--- src/rtl/pwpm_pkg.sv ---
`timescale 1ns / 1ps
`default_nettype none
package pwpm_pkg;

  // Field widths.
  localparam int COEF_W     = 32;
  localparam int COORD_W    = 10;
  localparam int PIX_W      = 24;
  localparam int NUM_COEFS  = 8;
  localparam int CFG_IDX_W  = 4;
  localparam int COEF_SEL_W = 3;

  // Coordinate times coefficient, then a three-term sum, then its magnitude.
  localparam int PROD_W = COEF_W + COORD_W + 1;
  localparam int SUM_W  = PROD_W + 2;
  localparam int MAG_W  = SUM_W - 1;

  // Width that holds any image dimension in the allowed range.
  localparam int DIM_W = 14;

  localparam int DEF_SRC_WIDTH  = 1024;
  localparam int DEF_SRC_HEIGHT = 1024;
  localparam int DEF_DST_WIDTH  = 1024;
  localparam int DEF_DST_HEIGHT = 1024;

  // Register indexes.
  localparam int COEF_00_IDX = 0;
  localparam int COEF_11_IDX = 4;

  // One in Q16.16.
  localparam logic signed [SUM_W-1:0] Q_ONE = SUM_W'(65536);
  localparam logic signed [COEF_W-1:0] COEF_ONE = COEF_W'(65536);

  typedef logic signed [COEF_W-1:0] coef_t;
  typedef coef_t [NUM_COEFS-1:0] coef_vec_t;

  // Data that rides along with each beat.
  typedef struct packed {
    logic [PIX_W-1:0] pixel;
    logic             src_ok;
  } side_t;

  // Status from the divider for the final check.
  typedef struct packed {
    logic negx;
    logic negy;
    logic wz;
    logic ovx;
    logic ovy;
  } div_flags_t;

  function automatic coef_t coef_reset(int unsigned idx);
    coef_t val;
    val = '0;
    if (idx == COEF_00_IDX || idx == COEF_11_IDX) begin
      val = COEF_ONE;
    end
    return val;
  endfunction

endpackage
`default_nettype wire

--- src/rtl/pwpm_div.sv ---
`timescale 1ns / 1ps
`default_nettype none
module pwpm_div import pwpm_pkg::*; #(
  parameter int QW = 10
) (
  input  wire logic                    clk,
  input  wire logic                    rst_n,
  input  wire logic                    in_valid,
  input  wire logic signed [SUM_W-1:0] in_x,
  input  wire logic signed [SUM_W-1:0] in_y,
  input  wire logic signed [SUM_W-1:0] in_w,
  input  wire side_t                   in_side,
  output logic                         out_valid,
  output logic [QW-1:0]                out_qx,
  output logic [QW-1:0]                out_qy,
  output div_flags_t                   out_flags,
  output side_t                        out_side
);

  localparam int RW = MAG_W + QW;

  typedef struct packed {
    logic [MAG_W-1:0] aw;
    div_flags_t       flags;
    side_t            side;
  } meta_t;

  logic [SUM_W-1:0] absx;
  logic [SUM_W-1:0] absy;
  logic [SUM_W-1:0] absw;

  logic             va_r;
  logic [MAG_W-1:0] ax_r;
  logic [MAG_W-1:0] ay_r;
  logic [MAG_W-1:0] aw_r;
  logic             nx_r;
  logic             ny_r;
  logic             wz_r;
  side_t            sidea_r;

  logic [QW:0]   v_r;
  logic [RW-1:0] rx_r [QW+1];
  logic [RW-1:0] ry_r [QW+1];
  logic [QW-1:0] qx_r [QW+1];
  logic [QW-1:0] qy_r [QW+1];
  meta_t         meta_r [QW+1];

  // Signs and magnitudes.
  assign absx = in_x[SUM_W-1] ? SUM_W'(-in_x) : SUM_W'(in_x);
  assign absy = in_y[SUM_W-1] ? SUM_W'(-in_y) : SUM_W'(in_y);
  assign absw = in_w[SUM_W-1] ? SUM_W'(-in_w) : SUM_W'(in_w);

  always_ff @(posedge clk) begin
    ax_r    <= absx[MAG_W-1:0];
    ay_r    <= absy[MAG_W-1:0];
    aw_r    <= absw[MAG_W-1:0];
    nx_r    <= in_x[SUM_W-1] ^ in_w[SUM_W-1];
    ny_r    <= in_y[SUM_W-1] ^ in_w[SUM_W-1];
    wz_r    <= (in_w == '0);
    sidea_r <= in_side;
    if (!rst_n) begin
      va_r <= 1'b0;
    end else begin
      va_r <= in_valid;
    end
  end

  // A quotient of 2**QW or more is off any destination; flag it and divide
  // only what fits.
  always_ff @(posedge clk) begin
    rx_r[0]             <= RW'(ax_r);
    ry_r[0]             <= RW'(ay_r);
    qx_r[0]             <= '0;
    qy_r[0]             <= '0;
    meta_r[0].aw        <= aw_r;
    meta_r[0].flags.negx <= nx_r;
    meta_r[0].flags.negy <= ny_r;
    meta_r[0].flags.wz  <= wz_r;
    meta_r[0].flags.ovx <= (RW'(ax_r) >= {aw_r, QW'(0)});
    meta_r[0].flags.ovy <= (RW'(ay_r) >= {aw_r, QW'(0)});
    meta_r[0].side      <= sidea_r;
    if (!rst_n) begin
      v_r[0] <= 1'b0;
    end else begin
      v_r[0] <= va_r;
    end
  end

  // One restoring quotient bit per stage, most significant first.
  for (genvar i = 0; i < QW; i++) begin : g_bit
    localparam int K = QW - 1 - i;
    logic [RW-1:0] dsh;
    logic          bx;
    logic          by;
    logic [QW-1:0] qx_nxt;
    logic [QW-1:0] qy_nxt;

    assign dsh = RW'(meta_r[i].aw) << K;
    assign bx  = (rx_r[i] >= dsh);
    assign by  = (ry_r[i] >= dsh);

    always_comb begin
      qx_nxt    = qx_r[i];
      qy_nxt    = qy_r[i];
      qx_nxt[K] = bx;
      qy_nxt[K] = by;
    end

    always_ff @(posedge clk) begin
      rx_r[i+1]   <= bx ? (rx_r[i] - dsh) : rx_r[i];
      ry_r[i+1]   <= by ? (ry_r[i] - dsh) : ry_r[i];
      qx_r[i+1]   <= qx_nxt;
      qy_r[i+1]   <= qy_nxt;
      meta_r[i+1] <= meta_r[i];
      if (!rst_n) begin
        v_r[i+1] <= 1'b0;
      end else begin
        v_r[i+1] <= v_r[i];
      end
    end
  end

  assign out_valid = v_r[QW];
  assign out_qx    = qx_r[QW];
  assign out_qy    = qy_r[QW];
  assign out_flags = meta_r[QW].flags;
  assign out_side  = meta_r[QW].side;

endmodule
`default_nettype wire

--- config.mk ---
export PLATFORM = sky130hd
export DESIGN_NAME = pwpm_div
export DESIGN_NICKNAME = d
export VERILOG_FILES = /design/src/rtl/pwpm_pkg.sv /design/src/rtl/pwpm_div.sv
export SDC_FILE = /design/constraint.sdc
export NUM_CORES = 2
export LEC_CHECK = 0
export BUFFER_PORTS_ARGS = -buffer_cell sky130_fd_sc_hd__buf_2
export CAP_MARGIN = 20
export CORE_MARGIN = 5
export CORE_UTILIZATION = 30
export CTS_BUF_LIST = sky130_fd_sc_hd__clkbuf_8
export DETAILED_ROUTE_END_ITERATION = 16
export RECOVER_POWER = 25
export REMOVE_ABC_BUFFERS = 1
export SETUP_SLACK_MARGIN = 0.5
export SYNTH_ARGS = -nofsm -noshare
export SYNTH_HDL_FRONTEND = slang
export SYNTH_SLANG_ARGS = --single-unit
--- constraint.sdc ---
create_clock -name clk -period 4.9 [get_ports clk]
set_input_delay 0.49 -clock clk [delete_from_list [all_inputs] [get_ports clk]]
set_output_delay 0.49 -clock clk [all_outputs]
set_load 0.005 [all_outputs]
After elaboration in Yosys (flattened, before gate mapping)
Memories as Yosys holds them, arrays and structs flattened.
Index checks and enable logic that the tools add are counted.

word-level totals
  register bits = 172
  memory bits (writable) = 2222
  input bits = 163
  word-level logic and storage cells = 96
  memories = 5

memory list
  name    depth  bits a word  rd ports  clocked after Yosys merged registers in  wr ports  line            text
  meta_r  11     74           11        0                                        11        pwpm_div.sv:46  meta_t meta_r [QW+1];
  rx_r    11     54           10        0                                        11        pwpm_div.sv:42  logic [RW-1:0] rx_r [QW+1];
  ry_r    11     54           10        0                                        11        pwpm_div.sv:43  logic [RW-1:0] ry_r [QW+1];
  qx_r    11     10           11        0                                        11        pwpm_div.sv:44  logic [QW-1:0] qx_r [QW+1];
  qy_r    11     10           11        0                                        11        pwpm_div.sv:45  logic [QW-1:0] qy_r [QW+1];

cells by class
  $add $sub $neg = 23
  magnitude comparators = 22
  mux-type cells = 23
  bitwise gates (word level) = 2
  reductions and logical operators = 1

operators by type and width
  operator                        count
  two-way mux 54 bit              20
  two-way mux 44 bit              3
  negation 44 bit                 3
  >= comparator 44 x 54 -> 1 bit  2
  >= comparator 54 x 44 -> 1 bit  2
  >= comparator 54 x 45 -> 1 bit  2
  >= comparator 54 x 46 -> 1 bit  2
  >= comparator 54 x 47 -> 1 bit  2
  >= comparator 54 x 48 -> 1 bit  2
  >= comparator 54 x 49 -> 1 bit  2
  >= comparator 54 x 50 -> 1 bit  2
  >= comparator 54 x 51 -> 1 bit  2
  >= comparator 54 x 52 -> 1 bit  2
  >= comparator 54 x 53 -> 1 bit  2
  subtractor 54 x 44 -> 54 bit    2
  subtractor 54 x 45 -> 54 bit    2
  subtractor 54 x 46 -> 54 bit    2
  subtractor 54 x 47 -> 54 bit    2
  subtractor 54 x 48 -> 54 bit    2
  subtractor 54 x 49 -> 54 bit    2
  subtractor 54 x 50 -> 54 bit    2
  subtractor 54 x 51 -> 54 bit    2
  subtractor 54 x 52 -> 54 bit    2
  subtractor 54 x 53 -> 54 bit    2
  2 further kinds                 3

Logic depth before layout (Yosys ltp)
An unclocked memory read counts as a cell.

  depth after elaboration = 3
  gate-level depth with buffers = 17
  depth with buffers taken out = 16

Least setup slack after synthesis
Ideal clock, no wire load.

  path kind = input to register
  from = input in_y[16]
  to = register ay_r[40]
  setup time = 0.072 ns
  arrival time = 4.119 ns
  data required time = 4.828 ns
  setup slack = 0.709 ns
  stages = 10
  path buffers = 0
  path through = or4_4 -> or4_1 -> or2_1 -> or3_1 -> or4_4 -> or4_4 -> or4_1 -> or4_4 -> o31ai_1 -> xnor2_1

between the ends
  word-level cells in the longest chain between the ends = 2

RTL lines
  what                  line            text
  from (decl)           pwpm_div.sv:10  input wire logic signed [SUM_W-1:0] in_y,
  negation 44 bit       pwpm_div.sv:50  assign absy = in_y[SUM_W-1] ? SUM_W'(-in_y) : SUM_W'(in_y);
  two-way mux 44 bit    pwpm_div.sv:50
  net absy[40]          pwpm_div.sv:29  logic [SUM_W-1:0] absy;
  to (signal assigned)  pwpm_div.sv:55  ay_r <= absy[MAG_W-1:0];
  to (decl)             pwpm_div.sv:34  logic [MAG_W-1:0] ay_r;

The timed path passes the listed nets, and every way through them passes these cells.
A chain may end at the register's enable or synchronous reset.

Final worst setup path
  from = input in_y[17]
  to = register ay_r[41]

Same word-level chain as after synthesis.

==> impl_metrics.csv <==
group,metric,value,unit
logic_synthesis,async_reset_ff_frac,0,
floorplan,num_rows,214,
power_and_ir_drop,p_switching,29.21,mW
power_and_ir_drop,power_frac_comb,0.428,
logic_synthesis,yosys-top-cells-area,"dfxtp_1 41%, ha_1 11%, xnor2_1 4.9%",
power_and_ir_drop,peakVddDrop,0.0003282,V
floorplan,start_util,0.3011,
power_and_ir_drop,power_switching_share,0.3957,
setup_path,cp_cell_sequence,"dlygate4sd3_1 -> buf_2 -> or4_4 -> or4_4 -> or2_4 -> or3_4 -> or4_4 -> or4_4 -> or4_4 -> or4_4 -> o41ai_4 -> xnor2_1 -> dlygate4sd3_1",
hold_path,hold_start,"in_y[16]",
setup_path,critPathLaunchType,"input port",
sta,maxSlewViolCount,0,
sta,fmax,220.8,MHz
clock_network,cts-root-buf,"clkbuf_8",
setup_path,r2r_cells,14,
sta,rsz0062_at_grt,"yes",
clock_network,cts.sinks,2112,
power_and_ir_drop,leakage,53.61,nW
logic_synthesis,yosysUniqueCellTypes,80,
setup_path,crit_type,"in -> reg",
finish,fin_area,0.1206,mm²
setup_path,r2r_end,"ry_r[1][51]",
drt,postRouteWirelength,298.8,mm
hold_path,min_to,"ay_r[16]",
setup_path,critPathArrivalTime,5.53,ns
logic_synthesis,synth_edf_count,0,
clock_network,insertion_delay,1.12,ns
clock_network,clkTransAtPathRegs,0.07,ns
sta,layout_min_cycle_time,4.529,ns
drt,drt_pass1_iterations,6,
setup_path,critPathSlowestCell,"dlygate4sd3_1",
power_and_ir_drop,clockPowerShare,0.245,
floorplan,fp.dieArea,0.3528,mm²
status,status,"completed",
drt,drtAntennaViolNets,0,
logic_synthesis,synth_top_area_share,0.4133,
logic_synthesis,yosysWarningCount,0,
global_routing,grt_overflow_total,0,
logic_synthesis,seq_area_frac_synth,0.4133,
setup_path,slowest_delay,0.55,ns
finish,fin_nets,13204,
logic_synthesis,avgSynthCellArea,8.924,µm²
sta,max-slew-margin-rel,0.3016,
clock_network,cts_buffers,364,
setup_path,endpoint_kind,"flop",
sta,hold_slack,0.1769,ns
clock_network,clock_path_buffers,4,
floorplan,io_pins,214,
finish,synthToLayoutAreaGrowth,17.84,%
drt,drc_errors,0,
sta,hold_viol_final,0,
drt,via_per_inst,4.871,
place,place_area,0.1088,mm²
power_and_ir_drop,intPower,44.61,mW
place,dp_hpwl,237.8,mm
clock_network,cts-htree-levels,5,
sta,skew,0.09417,ns
finish,most-common-layout-cells,"2112 x dfxtp_1, 1058 x nand2_1, 993 x a21oi_1",
logic_synthesis,netlist_instances,11464,
drt,drtIter0Drc,5525,
place,io_buffers,213,
finish,post-route-util,0.3548,
flow_run,cap_violations,0,
setup_path,rrSetupSlack,0.70,ns
global_routing,grt_pass1_wl,457.0,mm
logic_synthesis,synth-seq-cells,2112,
global_routing,grt_max_degree,88,
finish,drive_above_1_share,0.09270,
floorplan,core_area,0.3398,mm²
clock_network,cts_tree,"yes",
setup_path,crit_top_cell,"or4_4",
global_routing,antenna_found_initial,7,
sta,setup_ws,0.3710,ns
sta,tightestPinTransition,1.038,ns
setup_path,worst-path-max-fanout,4,
drt,wl_per_cell,17.65,µm
hold_path,hold_path_depth,3,
logic_synthesis,synth_top_area_cell,"dfxtp_1",
logic_synthesis,syn_area,0.1023,mm²
hold_path,hold_class,"in -> reg",
setup_path,worstReg2RegStart,"meta_r[0][31]",
finish,fillCellCount,34664,
sta,finalCritPeriodShare,0.9243,
place,gp_congestion,0.9268,
floorplan,chipHeight,594.0,µm
logic_synthesis,synth-main-ff-cell,"dfxtp_1",
place,place_ws,-0.01431,ns
drt,vias,82446,
global_routing,grt_pass1_vias,81405,
setup_path,cp.required,5.90,ns
sta,setup_viol,0,
floorplan,die_x,594.0,µm
global_routing,track_usage,0.1618,
finish,final_common_cell,"dfxtp_1",
power_and_ir_drop,seqPwrFrac,0.327,
power_and_ir_drop,p_per_area,612.3,mW/mm²
registers in the layout (all words and copies together), names as in the netlist, 10 cells and up:
| register | flops |
|---|---|
| ay_r | 44 |
| aw_r | 44 |
| ry_r | 530 |
| qx_r | 55 |
| ax_r | 44 |
| v_r | 10 |
| rx_r | 530 |
| sidea_r | 25 |
| meta_r | 770 |
| qy_r | 55 |
cells by family (layout without fill, tap and decap cells):
logic type | after synthesis | after routing | synth area share
xor gates and xnor gates | 903 | 903 | 0.07731
DFF | 2112 | 2112 | 0.4133
buffers and inverters | 1115 | 2035 | 0.04091
adders and majority gates | 951 | 951 | 0.1176
AOI/OAI and AO/OA | 3385 | 3385 | 0.2036
and+or+nand+nor | 2888 | 2888 | 0.1353
muxes | 110 | 110 | 0.01196
other | 0 | 5 | 0
layout make-up:
type | instances | area [µm²] | area share
tap | 4536 | 5675 | 0.04708
clock inverter | 207 | 2175 | 0.01804
sequential | 2112 | 42280 | 0.3507
timing repair buffer | 658 | 5403 | 0.04481
inverter | 717 | 2691 | 0.02232
antenna | 5 | 12.51 | 0.0001038
clock buffer | 453 | 6235 | 0.05172
multi-input combinational | 8237 | 56090 | 0.4652
worst max-delay path: cells and delay by family:
family                 cells  cell delay, ns
XOR/XNOR                   1            0.15
AND/OR/NAND/NOR            8            3.43
AO/OA/AOI/OAI              1            0.24
buffers and inverters      3            1.21
cell usage after synthesis (49+ instances only):
library cell and count:
o21a_1 93, or3_1 66, inv_1 716, or4_1 49, nor4_1 81, nor2b_1 113, a21oi_1 998, nand4_1 221
nor3_1 135, nand3_1 185, xor2_1 332, o31ai_1 99, and3_1 89, o21bai_1 125, a31oi_1 92, mux2_2 98
xnor2_1 571, nand2_1 1059, o21ai_0 970, dfxtp_1 2112, ha_1 933, clkbuf_1 374, a21o_1 534, o211ai_1 49
nor2_1 593, nand2b_1 109, and2_1 51, a211oi_1 82
power by group through the flow:
stage / Sequential [mW] / Clock (mW) / Combinational, mW
6_report: 24.2 / 18.1 / 31.6
4_1_cts: 24.0 / 18.8 / 31.3
3_3_place_gp: 24.4 / 0 / 30.8
5_1_grt: 24.5 / 19.5 / 35.2
3_5_place_dp: 24.4 / 0 / 30.9
2_1_floorplan: 22.8 / 0 / 23.3
repair_timing:
action | in CTS | in global routing
setup endpoints to repair | 1 | 97
hold buffers | 312 | 0
resized for setup | 1 | 33
gates cloned | 0 | 1
setup buffers | 0 | 5
endpoints found under the hold margin | 172 | 0
pin swaps | 0 | 6
worst max-delay path by stage:
| stage | start | to | slack, ns | cells after the start |
|---|---|---|---|---|
| finish | in_y[17] | ay_r[41] | 0.37 | 13 |
| global route | in_y[17] | ay_r[41] | 0.37 | 13 |
| CTS | meta_r[7][40] | rx_r[8][48] | 0.50 | 13 |
| detailed placement | in_y[6] | ay_r[40] | -0.01 | 13 |
| global placement | in_y[6] | ay_r[40] | -0.09 | 13 |
| floorplan | meta_r[1][30] | ry_r[2][42] | -4.35 | 14 |
routing by layer:
metal / global-route usage / part of all wire / up-vias
li1: - / - / 41911
met1: 0.2169 / 0.47 / 37694
met2: 0.2588 / 0.43 / 2228
met3: 0.02035 / 0.046 / 609
met4: 0.07511 / 0.050 / 4
met5: 0 / 0.000090 / -
stage by stage:
stage / std cells / power, mW / setup TNS [ns]
floorplan: 11066 / 46.06 / -983.18
global placement: 15943 / 55.27 / -0.09229
detailed placement: 15943 / 55.33 / -0.01431
CTS: 16915 / 74.15 / 0
global route: 16922 / 79.16 / 0
finish: 16925 / 73.82 / 0
Power figures use the tool's default switching activity.
